File: src/sv/assert_macros.svh
`ifndef ASSERT_MACROS_SVH
`define ASSERT_MACROS_SVH

// same-cycle implication, held off during reset
`define ASSERT_IMPLIES(label, clk, rst, cond, expr, msg) \
    label: assert property (@(posedge clk) disable iff (!rst) (cond) |-> (expr)) \
        else $error(msg);

// next-cycle implication, held off during reset
`define ASSERT_NEXT(label, clk, rst, cond, expr, msg) \
    label: assert property (@(posedge clk) disable iff (!rst) (cond) |=> (expr)) \
        else $error(msg);

`endif

File: src/sv/mf3_median.sv
module mf3_median #(
    parameter int CHANNEL_BITS = 8
) (
    input  logic                                 clk,
    input  logic                                 rst_n,
    input  logic                                 in_valid,
    output logic                                 in_ready,
    input  logic [8:0][3*CHANNEL_BITS-1:0]       in_pix,
    input  logic                                 in_last,
    output logic                                 out_valid,
    input  logic                                 out_ready,
    output logic [3*CHANNEL_BITS-1:0]            out_pix,
    output logic                                 out_last
);

    localparam int CB = CHANNEL_BITS;

    typedef logic [CB-1:0] ch_t;

    function automatic ch_t mn(ch_t a, ch_t b);
        return (a < b) ? a : b;
    endfunction

    function automatic ch_t mx(ch_t a, ch_t b);
        return (a < b) ? b : a;
    endfunction

    function automatic ch_t med3(ch_t a, ch_t b, ch_t c);
        return mx(mn(a, b), mn(mx(a, b), c));
    endfunction

    // per channel, per row: low, middle, high
    logic [2:0][2:0][2:0][CB-1:0] srt_reg;
    logic [2:0][2:0][2:0][CB-1:0] srt_next;
    logic [2:0][2:0][CB-1:0]      abc_reg;
    logic [2:0][2:0][CB-1:0]      abc_next;
    logic [3*CB-1:0]              res_reg;
    logic [3*CB-1:0]              res_next;
    logic                         l3_reg;
    logic                         l4_reg;
    logic                         l5_reg;
    logic                         v3_reg;
    logic                         v4_reg;
    logic                         v5_reg;
    logic                         free3;
    logic                         free4;
    logic                         free5;

    assign free5    = !v5_reg || out_ready;
    assign free4    = !v4_reg || free5;
    assign free3    = !v3_reg || free4;
    assign in_ready = free3;

    always_comb
    begin
        ch_t x0;
        ch_t x1;
        ch_t x2;
        for (int k = 0; k < 3; k++)
        begin
            for (int r = 0; r < 3; r++)
            begin
                x0 = in_pix[r*3][k*CB +: CB];
                x1 = in_pix[r*3+1][k*CB +: CB];
                x2 = in_pix[r*3+2][k*CB +: CB];
                srt_next[k][r][0] = mn(mn(x0, x1), x2);
                srt_next[k][r][1] = med3(x0, x1, x2);
                srt_next[k][r][2] = mx(mx(x0, x1), x2);
            end
        end
    end

    // max of lows, median of middles, min of highs
    always_comb
    begin
        for (int k = 0; k < 3; k++)
        begin
            abc_next[k][0] = mx(mx(srt_reg[k][0][0], srt_reg[k][1][0]), srt_reg[k][2][0]);
            abc_next[k][1] = med3(srt_reg[k][0][1], srt_reg[k][1][1], srt_reg[k][2][1]);
            abc_next[k][2] = mn(mn(srt_reg[k][0][2], srt_reg[k][1][2]), srt_reg[k][2][2]);
        end
    end

    always_comb
    begin
        for (int k = 0; k < 3; k++)
        begin
            res_next[k*CB +: CB] = med3(abc_reg[k][0], abc_reg[k][1], abc_reg[k][2]);
        end
    end

    always_ff @(posedge clk or negedge rst_n)
    begin
        if (!rst_n)
        begin
            v3_reg <= 1'b0;
            v4_reg <= 1'b0;
            v5_reg <= 1'b0;
        end
        else
        begin
            if (free3)
            begin
                v3_reg <= in_valid;
            end
            if (free4)
            begin
                v4_reg <= v3_reg;
            end
            if (free5)
            begin
                v5_reg <= v4_reg;
            end
        end
    end

    always_ff @(posedge clk)
    begin
        if (free3)
        begin
            srt_reg <= srt_next;
            l3_reg  <= in_last;
        end
        if (free4)
        begin
            abc_reg <= abc_next;
            l4_reg  <= l3_reg;
        end
        if (free5)
        begin
            res_reg <= res_next;
            l5_reg  <= l4_reg;
        end
    end

    assign out_valid = v5_reg;
    assign out_pix   = res_reg;
    assign out_last  = l5_reg;

endmodule
File: config.mk
export PLATFORM = sky130hd
export DESIGN_NAME = mf3_median
export DESIGN_NICKNAME = d
export VERILOG_FILES = /design/src/sv/assert_macros.svh /design/src/sv/mf3_median.sv
export SDC_FILE = /design/constraint.sdc
export NUM_CORES = 1
export LEC_CHECK = 0
export ABC_AREA = 0
export BUFFER_PORTS_ARGS = -buffer_cell sky130_fd_sc_hd__clkbuf_2
export CAP_MARGIN = 10
export CORE_ASPECT_RATIO = 1.2
export CORE_MARGIN = 5
export CORE_UTILIZATION = 50
export DETAILED_ROUTE_END_ITERATION = 8
export GPL_TIMING_DRIVEN = 0
export PLACE_DENSITY = 0.73
export SKIP_CTS_REPAIR_TIMING = 1
export SLEW_MARGIN = 10
export SYNTH_ARGS = -nofsm -noshare
export SYNTH_HDL_FRONTEND = slang
export SYNTH_SLANG_ARGS = --single-unit
File: constraint.sdc
create_clock -name clk -period 31 [get_ports clk]
set_input_delay 6.2 -clock clk [delete_from_list [all_inputs] [get_ports clk]]
set_output_delay 6.2 -clock clk [all_outputs]
set_load 0.1 [all_outputs]
==> results.py <==
metrics = {
    "flow_run": {
        "maxCapViolations": 0,
    },
    "synth": {
        "synth.net_count": 4002,
        "asyncSetResetFlopFracSynth_pct": 0.9434,
        "synth_area_per_cell_um2": 9.340,
        "syn_area_mm2": 0.03100,
        "ys_warn_count": 0,
        "ys_ff_latch": 318,
        "synth_edf_count": 315,
        "syn_inst": 3319,
        "ys_seq_area_share_pct": 30.76,
        "synth_cell_types": 78,
        "synthFlopType": "edfxtp_1",
    },
    "place": {
        "dpl.hpwl_um": 67720,
        "dpl-instance-area_mm2": 0.03350,
        "place.gp.congestion": 0.9463,
        "portBuffers": 242,
        "place_inst": 4397,
        "place_ws_ps": 17640,
    },
    "layout": {
        "layoutNonFillerInstCount": 4465,
        "finalNetCount": 4303,
        "seq_area_mm2": 0.009534,
        "design_area_mm2": 0.03472,
        "drive_gt1_share_pct": 17.80,
        "multi_input_area_mm2": 0.01956,
        "area_growth_pct": 12.02,
        "largest_reg_flops": 216,
        "n_fill_cell": 5453,
        "post-route-util_pct": 56.29,
    },
    "setup_path": {
        "worstPathArrival_ps": 7160,
        "worstSetupEndpointType": "output port",
        "startpoint": "out_ready",
        "critPathTopFamily": "buffers and inverters",
        "worstPathRequired_ps": 24800,
        "crit_type": "primary input to output port",
        "path_buf_inv": 3,
        "critPathSlowestCell": "clkbuf_2",
        "crit_top_cell": "clkbuf_2",
        "max_stage_delay_ps": 480,
        "cp_max_fo": 14,
        "path_cells": "clkbuf_2, nand4b_1, buf_6, clkbuf_2",
        "critPathLaunchType": "primary input",
        "timing.rr.start": "srt_reg[86]$_DFFE_PP_",
    },
    "sta": {
        "slew_violations": 0,
        "rsz0062_at_grt": "no",
        "setup_viol": 0,
        "hold_viol": 0,
        "tns_ps": 0,
        "timing.hold.ws_ps": 416.8,
        "max_slew_margin_pct": 33.96,
        "max_freq_mhz": 74.86,
        "tightest_slew_ps": 980.3,
        "period_share_pct": 43.09,
        "fin_skew_ps": 25.02,
        "setup_slack_ps": 17640,
        "min_period_ps": 13360,
    },
    "clock_network": {
        "cts_root_buffer": "clkbuf_16",
        "clock_latency_ps": 550,
        "htreeDepth": 2,
        "numCtsBuffers": 37,
        "cts_tree": "yes",
        "cts.sink_count": 318,
        "cts_buffer_depth": 3,
        "clk_pin_slew_ps": 60,
    },
    "floorplanning": {
        "row_count": 100,
        "num_io_pins": 248,
        "dieHeight_um": 282.8,
        "start_util_pct": 50.25,
        "coreArea_mm2": 0.06168,
        "dieWidth_um": 237.3,
        "dieArea_mm2": 0.06710,
    },
    "route": {
        "drt_wl_total_um": 81960,
        "wl_per_cell_um": 18.36,
        "drt_iter0_drc": 1733,
        "ant_nets": 0,
        "via_per_inst": 5.762,
        "post-route-drc-count": 0,
        "dr_total_vias": 25730,
        "firstDrtPassIters": 6,
    },
    "power": {
        "ir_drop_mv": 0.07531,
        "power-per-cell-area_mw_per_mm2": 111.6,
        "p_leak_nw": 16.33,
        "p_int_mw": 2.062,
        "clock_power_share_pct": 11.5,
        "p_switching_mw": 1.813,
        "p_comb_share_pct": 66.1,
        "p_total_mw": 3.875,
        "power_frac_seq_pct": 22.4,
        "switching_share_pct": 46.78,
    },
    "global_route": {
        "grt.total_usage_pct": 23.33,
        "grt_pass1_wl_um": 127100,
        "grt_pass1_vias": 24790,
        "grt_max_degree": 27,
        "antenna_found_initial": 3,
        "grt-ovfl-total": 0,
    },
    "hold_path": {
        "worstHoldStart": "l4_reg$_DFFE_PP_",
        "hp-class": "register to register",
    },
    "outcome": {
        "status": "finished clean",
    },
}
[metal layers]
metal | vias to the layer above | track usage (%) | part of all wire, %
met2 | 706 | 42.07 | 49
met1 | 11980 | 28.51 | 42
li1 | 12890 | - | -
met4 | 0 | 7.861 | 3.5
met5 | - | 0 | 0
met3 | 158 | 3.791 | 5.4
[layout by cell type, fill, tap and decap left out, types with 15 or more instances in the layout]
master | synthesis | routed
nand2_1 | 237 | 237
o21a_1 | 22 | 22
nor3_1 | 16 | 16
o21ai_1 | 27 | 27
o311ai_0 | 17 | 17
nand2b_1 | 54 | 53
clkbuf_2 | 0 | 242
and3_1 | 48 | 48
ha_1 | 462 | 462
a21o_1 | 61 | 61
mux2i_1 | 188 | 188
a21oi_1 | 220 | 220
nand4_1 | 44 | 44
edfxtp_1 | 315 | 315
clkbuf_1 | 52 | 58
nand3_1 | 87 | 87
nor2_1 | 210 | 210
inv_1 | 387 | 387
or3b_2 | 15 | 15
mux2_2 | 219 | 219
a31oi_1 | 34 | 34
buf_2 | 30 | 30
o211ai_1 | 21 | 21
nor2b_1 | 50 | 50
a211o_1 | 20 | 20
o21ai_0 | 209 | 209
a211oi_1 | 31 | 31
or2_2 | 16 | 16
clkbuf_16 | 0 | 37
or3_1 | 19 | 19
a221oi_1 | 33 | 33
[cell families after synthesis]
group	synth area share, %
AO/OA/AOI/OAI	17.34
buffers and inverters	6.151
multiplexers	14.03
flip-flops	30.76
AND/OR/NAND/NOR	13.08
adder cells (fa/ha/maj)	18.65
[power groups by stage]
stage               combinational (mW)  clock (mW)  sequential (mW)
detailed placement                2.53           0            0.875
global placement                  2.48           0            0.883
finish                            2.56       0.445            0.868
floorplan                         1.86           0            0.951
CTS                               2.54       0.458            0.868
global route                      2.86       0.472            0.883
[cell type report]
class                      count  share of cell area [%]
antenna                        3                 0.02162
timing repair buffer         262                   4.245
buffer                        98                   1.297
sequential                   318                   27.46
multi-input combinational   2515                   56.33
inverter                     388                   4.194
tap                          816                   2.940
clock inverter                22                  0.7819
clock buffer                  43                   2.731
[cells in the mapped netlist (9+ instances only)]
| master | n | area share (%) |
|---|---|---|
| a21o_1 | 61 | 1.5 |
| o311ai_0 | 17 | 0.48 |
| a2111oi_0 | 9 | 0.25 |
| o211ai_1 | 21 | 0.51 |
| or3b_2 | 15 | 0.42 |
| clkbuf_1 | 52 | 0.63 |
| nor3_1 | 16 | 0.26 |
| buf_2 | 30 | 0.48 |
| or3_1 | 19 | 0.38 |
| and2_1 | 12 | 0.24 |
| nand2b_1 | 54 | 1.1 |
| a31oi_1 | 34 | 0.69 |
| nand3_1 | 87 | 1.4 |
| ha_1 | 462 | 19 |
| o21ai_0 | 209 | 3.4 |
| a221oi_1 | 33 | 0.93 |
| nor2_1 | 210 | 2.5 |
| mux2_2 | 219 | 8.0 |
| inv_1 | 387 | 4.7 |
| and3_1 | 48 | 0.97 |
| nand2_1 | 237 | 2.9 |
| a21oi_1 | 220 | 3.6 |
| a21oi_2 | 10 | 0.28 |
| mux2i_1 | 188 | 6.1 |
| a211o_1 | 20 | 0.57 |
| a221o_1 | 10 | 0.32 |
| o21a_1 | 22 | 0.53 |
| o21ai_1 | 27 | 0.44 |
| nor2b_1 | 50 | 1.0 |
| a211oi_1 | 31 | 0.75 |
| edfxtp_1 | 315 | 31 |
| or2_2 | 16 | 0.32 |
| nand4_1 | 44 | 0.89 |
[worst reg2reg max path, cell delays in order (launching register included)]
cell and delay, ps:
edfxtp_1 480, ha_1 390, a21oi_1 160, and3_1 160
o21ai_1 100, a21oi_2 430, clkbuf_1 380, mux2_2 420
ha_1 290, nand4_1 140, nor2_1 100, nand2_1 70
a211oi_1 60, a211oi_2 790, mux2i_1 380, ha_1 300
a21oi_1 160, nor2_1 50, a211o_1 290, a211oi_1 300
a41oi_1 320, mux2_2 360, a211oi_1 260
[worst paths after layout]
check	slack (ps)	depth (start not counted)	to
setup / recovery	17640	4	in_ready
hold / removal	420	0	out_last$_DFFE_PP_
setup reg to reg	24430	22	abc_reg[32]$_DFFE_PP_
hold reg to reg	420	0	out_last$_DFFE_PP_
max in group asynchronous	25450	1	out_valid$_DFFE_PN0P_
min in group asynchronous	5440	1	v4_reg$_DFFE_PN0P_
Power figures use the tool's default switching activity.
