### config.mk
export PLATFORM = sky130hd
export DESIGN_NAME = mf3_window
export DESIGN_NICKNAME = d
export VERILOG_FILES = /design/src/sv/assert_macros.svh /design/src/sv/mf3_pkg.sv /design/src/sv/mf3_window.sv
export SDC_FILE = /design/constraint.sdc
export NUM_CORES = 1
export LEC_CHECK = 0
export ABC_CLOCK_PERIOD_IN_PS = 31800
export BUFFER_PORTS_ARGS = -buffer_cell sky130_fd_sc_hd__buf_2
export CAP_MARGIN = 20
export CORE_ASPECT_RATIO = 0.6
export CORE_MARGIN = 2
export CORE_UTILIZATION = 40
export DETAILED_ROUTE_END_ITERATION = 8
export GPL_TIMING_DRIVEN = 0
export PLACE_DENSITY = 0.67
export SETUP_SLACK_MARGIN = 0.05
export SLEW_MARGIN = 25
export SYNTH_ARGS = -nofsm -noshare
export SYNTH_HDL_FRONTEND = slang
export SYNTH_SLANG_ARGS = --single-unit
### constraint.sdc
create_clock -name clk -period 31.8 [get_ports clk]
set_clock_uncertainty 0.15 [all_clocks]
set_input_delay 1.59 -clock clk [delete_from_list [all_inputs] [get_ports clk]]
set_output_delay 1.59 -clock clk [all_outputs]
set_load 0.1 [all_outputs]
### src/sv/assert_macros.svh
`ifndef ASSERT_MACROS_SVH
`define ASSERT_MACROS_SVH

// same-cycle implication, held off during reset
`define ASSERT_IMPLIES(label, clk, rst, cond, expr, msg) \
    label: assert property (@(posedge clk) disable iff (!rst) (cond) |-> (expr)) \
        else $error(msg);

// next-cycle implication, held off during reset
`define ASSERT_NEXT(label, clk, rst, cond, expr, msg) \
    label: assert property (@(posedge clk) disable iff (!rst) (cond) |=> (expr)) \
        else $error(msg);

`endif

### src/sv/mf3_pkg.sv
package mf3_pkg;

    localparam int MAX_WIDTH_DEF    = 1024;
    localparam int MAX_HEIGHT_DEF   = 1024;
    localparam int CHANNEL_BITS_DEF = 8;
    localparam int CFG_BITS         = 11;
    localparam int CFG_INDEX_BITS   = 2;
    localparam int DIM_RESET        = 1024;

    localparam logic [CFG_INDEX_BITS-1:0] REG_FRAME_WIDTH  = 2'd0;
    localparam logic [CFG_INDEX_BITS-1:0] REG_FRAME_HEIGHT = 2'd1;

    // which sides of the 3x3 neighbourhood lie inside the frame
    typedef struct packed {
        logic top;
        logic bottom;
        logic left_ok;
        logic right_ok;
    } nbr_mask_t;

    typedef struct packed {
        logic      emit;
        logic      last;
        nbr_mask_t mask;
    } s1_ctrl_t;

    function automatic int clamp_dim(int v, int hi);
        int r;
        r = v;
        if (r < 1)
        begin
            r = 1;
        end
        if (r > hi)
        begin
            r = hi;
        end
        return r;
    endfunction

endpackage

### src/sv/mf3_window.sv
module mf3_window #(
    parameter int PIX_BITS = 24,
    parameter int COL_BITS = 10
) (
    input  logic                     clk,
    input  logic                     rst_n,
    input  logic                     load,
    input  mf3_pkg::s1_ctrl_t        ld_ctrl,
    input  logic [PIX_BITS-1:0]      ld_px,
    input  logic [COL_BITS-1:0]      ld_col,
    output logic                     ready,
    input  logic [2*PIX_BITS-1:0]    line_word,
    output logic                     wr_en,
    output logic [COL_BITS-1:0]      wr_col,
    output logic [2*PIX_BITS-1:0]    wr_data,
    output logic                     nb_valid,
    input  logic                     nb_ready,
    output logic [8:0][PIX_BITS-1:0] nb_pix,
    output logic                     nb_last
);
    import mf3_pkg::*;

    logic                     s1_v_reg;
    s1_ctrl_t                 s1_ctrl_reg;
    logic [PIX_BITS-1:0]      s1_px_reg;
    logic [COL_BITS-1:0]      s1_col_reg;
    logic [2:0][PIX_BITS-1:0] col1_reg;
    logic [2:0][PIX_BITS-1:0] col2_reg;
    logic                     s2_v_reg;
    logic                     s2_v_next;
    logic [8:0][PIX_BITS-1:0] s2_pix_reg;
    logic                     s2_last_reg;

    logic                     s1_go;
    logic                     s2_free;
    logic [PIX_BITS-1:0]      up_px;
    logic [PIX_BITS-1:0]      mid_px;
    logic [8:0][PIX_BITS-1:0] raw;
    logic [8:0][PIX_BITS-1:0] padded;

    // line word: newer row in the upper half, the row before in the lower half
    assign up_px  = line_word[PIX_BITS-1:0];
    assign mid_px = line_word[2*PIX_BITS-1:PIX_BITS];

    assign s2_free = !s2_v_reg || nb_ready;
    assign s1_go   = s1_v_reg && (!s1_ctrl_reg.emit || s2_free);
    assign ready   = !s1_v_reg || s1_go;

    assign wr_en   = s1_go;
    assign wr_col  = s1_col_reg;
    assign wr_data = {s1_px_reg, mid_px};

    // left column, centre column, then the column arriving now
    always_comb
    begin
        raw[0] = col1_reg[0];
        raw[1] = col2_reg[0];
        raw[2] = up_px;
        raw[3] = col1_reg[1];
        raw[4] = col2_reg[1];
        raw[5] = mid_px;
        raw[6] = col1_reg[2];
        raw[7] = col2_reg[2];
        raw[8] = s1_px_reg;
    end

    // Off-frame places are padded so that the rank-4 element of all nine is
    // the upper median of the in-frame ones: 4 - n/2 zeros, the rest all ones.
    always_comb
    begin
        logic [2:0] rv;
        logic [2:0] cv;
        logic [8:0] ok;
        logic [3:0] nval;
        logic [3:0] zeros;
        logic [3:0] seen;
        rv = {s1_ctrl_reg.mask.bottom, 1'b1, s1_ctrl_reg.mask.top};
        cv = {s1_ctrl_reg.mask.right_ok, 1'b1, s1_ctrl_reg.mask.left_ok};
        nval = '0;
        for (int r = 0; r < 3; r++)
        begin
            for (int c = 0; c < 3; c++)
            begin
                ok[r*3+c] = rv[r] & cv[c];
                nval = nval + 4'(rv[r] & cv[c]);
            end
        end
        zeros = 4'd4 - (nval >> 1);
        seen = '0;
        for (int i = 0; i < 9; i++)
        begin
            if (ok[i])
            begin
                padded[i] = raw[i];
            end
            else
            begin
                padded[i] = (seen < zeros) ? '0 : '1;
                seen = seen + 4'd1;
            end
        end
    end

    assign s2_v_next = (s1_go && s1_ctrl_reg.emit) ? 1'b1 : (nb_ready ? 1'b0 : s2_v_reg);

    always_ff @(posedge clk or negedge rst_n)
    begin
        if (!rst_n)
        begin
            s1_v_reg <= 1'b0;
            s2_v_reg <= 1'b0;
        end
        else
        begin
            if (ready)
            begin
                s1_v_reg <= load;
            end
            s2_v_reg <= s2_v_next;
        end
    end

    always_ff @(posedge clk)
    begin
        if (ready && load)
        begin
            s1_ctrl_reg <= ld_ctrl;
            s1_px_reg   <= ld_px;
            s1_col_reg  <= ld_col;
        end
        if (s1_go)
        begin
            col1_reg <= col2_reg;
            col2_reg <= {s1_px_reg, mid_px, up_px};
        end
        if (s1_go && s1_ctrl_reg.emit)
        begin
            s2_pix_reg  <= padded;
            s2_last_reg <= s1_ctrl_reg.last;
        end
    end

    assign nb_valid = s2_v_reg;
    assign nb_pix   = s2_pix_reg;
    assign nb_last  = s2_last_reg;

endmodule

==> results.cfg <==
[logic_synthesis]
synthCells = 935
synth.top_cell.area_share_pct = 80.1
dominant_register_cell_in_the_synthesized_netlist = sky130_fd_sc_hd__edfxtp_1
synth-edff-count = 401
postSynthAreaPerCell_um2 = 16.1
syn_nets = 1046
postSynthRegisterBits = 403
synth.yosys.warnings = 0
yosysSeqAreaShare_pct = 80.5
synth_cell_types = 51
synth_area_leaders = sky130_fd_sc_hd__edfxtp_1 80%, sky130_fd_sc_hd__nand2_1 4.5%, sky130_fd_sc_hd__a21oi_1 2.5%, sky130_fd_sc_hd__inv_1 1.5%, sky130_fd_sc_hd__ha_1 1.3%
post_synthesis_async_set_or_reset_flop_share_pct = 0.496
synth_area_mm2 = 0.0150
synth_largest_area_cell = sky130_fd_sc_hd__edfxtp_1

[global_routing]
grt_antenna_before_repair = 6
pin_count_of_the_biggest_net_entering_global_routing = 31
track_usage_pct = 17.0
number_of_global_route_vias_before_repair = 8722
grt_first_pass_wirelength_um = 50500
grt.overflow.total = 0

[placement]
place.port_buffers = 369
dp_hpwl_um = 24500
weighted_congestion_reported_at_the_end_of_routability_driven_placement = 0.824

[route]
vias = 8731
drt_drc_violations_left = 0
post_drt_wl_per_cell_um = 17.9
route.detailed.vias_per_inst = 4.60
route.antenna.remaining_nets = 0
wirelength_um = 33900
drt_iter0_markers = 484
drtPass1Iterations = 5

[sta]
timing.slew.headroom_pct = 39.4
fin_crit_sh_pct = 20.9
slew_viol_final = 0
setup_viol = 0
worst-slew-pin-transition_ps = 909
fmax_mhz = 150
setup_repair_after_global_routing_missed_its_margin = false
hold_viol_final = 0
period_minus_slack_ps = 6660
setup-tns-final_ps = 0
worst_hold_slack_ps = 277

[power]
leakagePower_nw = 7.97
power_density_mw_per_mm2 = 84.8
vdd_ir_drop_max_mv = 0.0503

[clock_network]
cts_tree = yes
num_clock_sinks = 403
cts_resized = 0
insertion_delay_ps = 530
cts-buffers-inserted = 38
cts.reportedPaths.clkPinSlew_ps = 60
cts.hold.buffers_added = 0
cts_root_buffer = sky130_fd_sc_hd__clkbuf_16
htreeDepth = 2
cts_setup_buffers = 0
clock_tree.buffer_depth = 3

[worst_setup_path]
worstSetupEndpointType = register
worstPathRequired_ps = 31900
critPathLaunchType = register
critical_path.max_fanout = 10
worstSetupPathType = reg2reg
crit_arrival_ps = 6760

[floorplanning]
io_pins = 370
chipWidth_um = 254
die_area_mm2 = 0.0392
core.rowCount = 54
design.core.area_mm2 = 0.0367
floorplan.initialDensity_pct = 41.0
fp.dieH_um = 154

[hold_path]
timing.hold.worst.class = reg2reg

[layout]
drive_gt1_share_pct = 35.4
layout_common_cells = 401 x sky130_fd_sc_hd__edfxtp_1, 376 x sky130_fd_sc_hd__buf_2, 180 x sky130_fd_sc_hd__nand2_1, 76 x sky130_fd_sc_hd__a21oi_1, 61 x sky130_fd_sc_hd__inv_1
num-fill-cells = 3028
most_common_cell_after_layout_fill_and_taps_aside = sky130_fd_sc_hd__edfxtp_1
fin_nets = 1474
ff_latch_area_mm2 = 0.0121
largest_register_ffs = 216
multiInputGateArea_mm2 = 0.00233
syn_to_final_growth_pct = 28.1

[flow_run]
cap_viol_max_count = 0

[run_status]
status = completed
[critical path, cell delays in order (launching register included)]
cell                       delay (ps)
sky130_fd_sc_hd__edfxtp_1         340
sky130_fd_sc_hd__buf_2            210
sky130_fd_sc_hd__clkbuf_1         570
sky130_fd_sc_hd__clkbuf_1         490
sky130_fd_sc_hd__nor2_1           150
sky130_fd_sc_hd__ha_1             310
sky130_fd_sc_hd__inv_1             50
sky130_fd_sc_hd__fa_1             530
sky130_fd_sc_hd__inv_1             40
sky130_fd_sc_hd__ha_1             260
sky130_fd_sc_hd__a21o_1           130
sky130_fd_sc_hd__inv_1             50
sky130_fd_sc_hd__fa_1             690
sky130_fd_sc_hd__ha_1             310
sky130_fd_sc_hd__inv_1            230
sky130_fd_sc_hd__ha_1             300
sky130_fd_sc_hd__a21oi_1          170
sky130_fd_sc_hd__nand2_1           80
sky130_fd_sc_hd__a32oi_1          740
sky130_fd_sc_hd__clkbuf_1         450
sky130_fd_sc_hd__nand2_1          110
[cells by family (layout without fill, tap and decap cells)]
family,after synthesis,in the layout,share of synthesized area [%]
adder cells (fa/ha/maj),19,19,1.73
AO/OA/AOI/OAI,151,151,6.46
other,1,4,0.0250
XOR/XNOR,10,10,0.916
flip-flops,403,403,80.5
AND/OR/NAND/NOR,219,219,6.09
multiplexers,2,2,0.142
buffers and inverters,130,587,4.16
[cells in the mapped netlist, types with 2 or more instances]
cell type and instances:
sky130_fd_sc_hd__and3_1 3, sky130_fd_sc_hd__xnor3_1 2, sky130_fd_sc_hd__dfrtp_1 2, sky130_fd_sc_hd__nand3_1 2, sky130_fd_sc_hd__buf_4 26, sky130_fd_sc_hd__nand2_1 180
sky130_fd_sc_hd__buf_2 7, sky130_fd_sc_hd__o21ai_0 9, sky130_fd_sc_hd__nand2b_1 8, sky130_fd_sc_hd__nor3_1 3, sky130_fd_sc_hd__xnor2_1 4, sky130_fd_sc_hd__and2_1 3
sky130_fd_sc_hd__xnor2_2 2, sky130_fd_sc_hd__clkbuf_1 31, sky130_fd_sc_hd__a21boi_0 2, sky130_fd_sc_hd__a21o_1 25, sky130_fd_sc_hd__buf_6 4, sky130_fd_sc_hd__ha_1 16
sky130_fd_sc_hd__fa_1 3, sky130_fd_sc_hd__a21oi_1 76, sky130_fd_sc_hd__inv_1 61, sky130_fd_sc_hd__nor2_1 11, sky130_fd_sc_hd__nor2b_1 2, sky130_fd_sc_hd__o21a_1 26
sky130_fd_sc_hd__edfxtp_1 401
[path summary, 6_finish.rpt]
check	start	endpoint	slack (ps)	cells past startpoint
max	s1_ctrl_reg[0]	nb_pix[90]	25140	20
min	s1_ctrl_reg[4]	nb_last	280	0
max reg2reg	s1_ctrl_reg[0]	nb_pix[90]	25140	20
min reg2reg	s1_ctrl_reg[4]	nb_last	280	0
max in group asynchronous	rst_n	nb_valid	30700	1
min in group asynchronous	rst_n	nb_valid	700	1
[layer usage]
layer | global-route usage [%] | wire length [um] | up-vias
li1 | - | - | 4215
met1 | 22.2 | 14400 | 4150
met2 | 27.3 | 15800 | 300
met3 | 6.18 | 3020 | 60
met4 | 4.09 | 637 | 6
met5 | 0 | 41 | -
[power breakdown]
part | internal (mW) | leakage [nW] | switching (mW)
combinational | 0.103 | 3.53 | 0.395
sequential | 0.669 | 3.84 | 0.0154
clock | 0.260 | 0.599 | 0.190
[area by class of cell]
class                   instances  share of cell area, %
diodes                          3                 0.0390
flip-flops and latches        403                   62.8
inverters                      62                   1.21
clock inverters                19                  0.865
repair buffers                388                   12.2
plain buffers                  68                   2.03
multi-input cells             402                   12.1
well taps                     504                   3.28
clock buffers                  50                   5.51
[metrics by stage]
step	power, mW	worst slack (ps)	area [um2]	instances	util [%]
global placement	1.20	10250	17500	1808	47.7
detailed placement	1.20	24920	18000	1827	49.1
CTS	1.65	24940	19200	1896	52.4
finish	1.63	25140	19200	1899	52.5
floorplan	1.10	15900	15000	935	-
global route	1.70	24620	19200	1896	52.4
(Power assumes the default switching activity.)
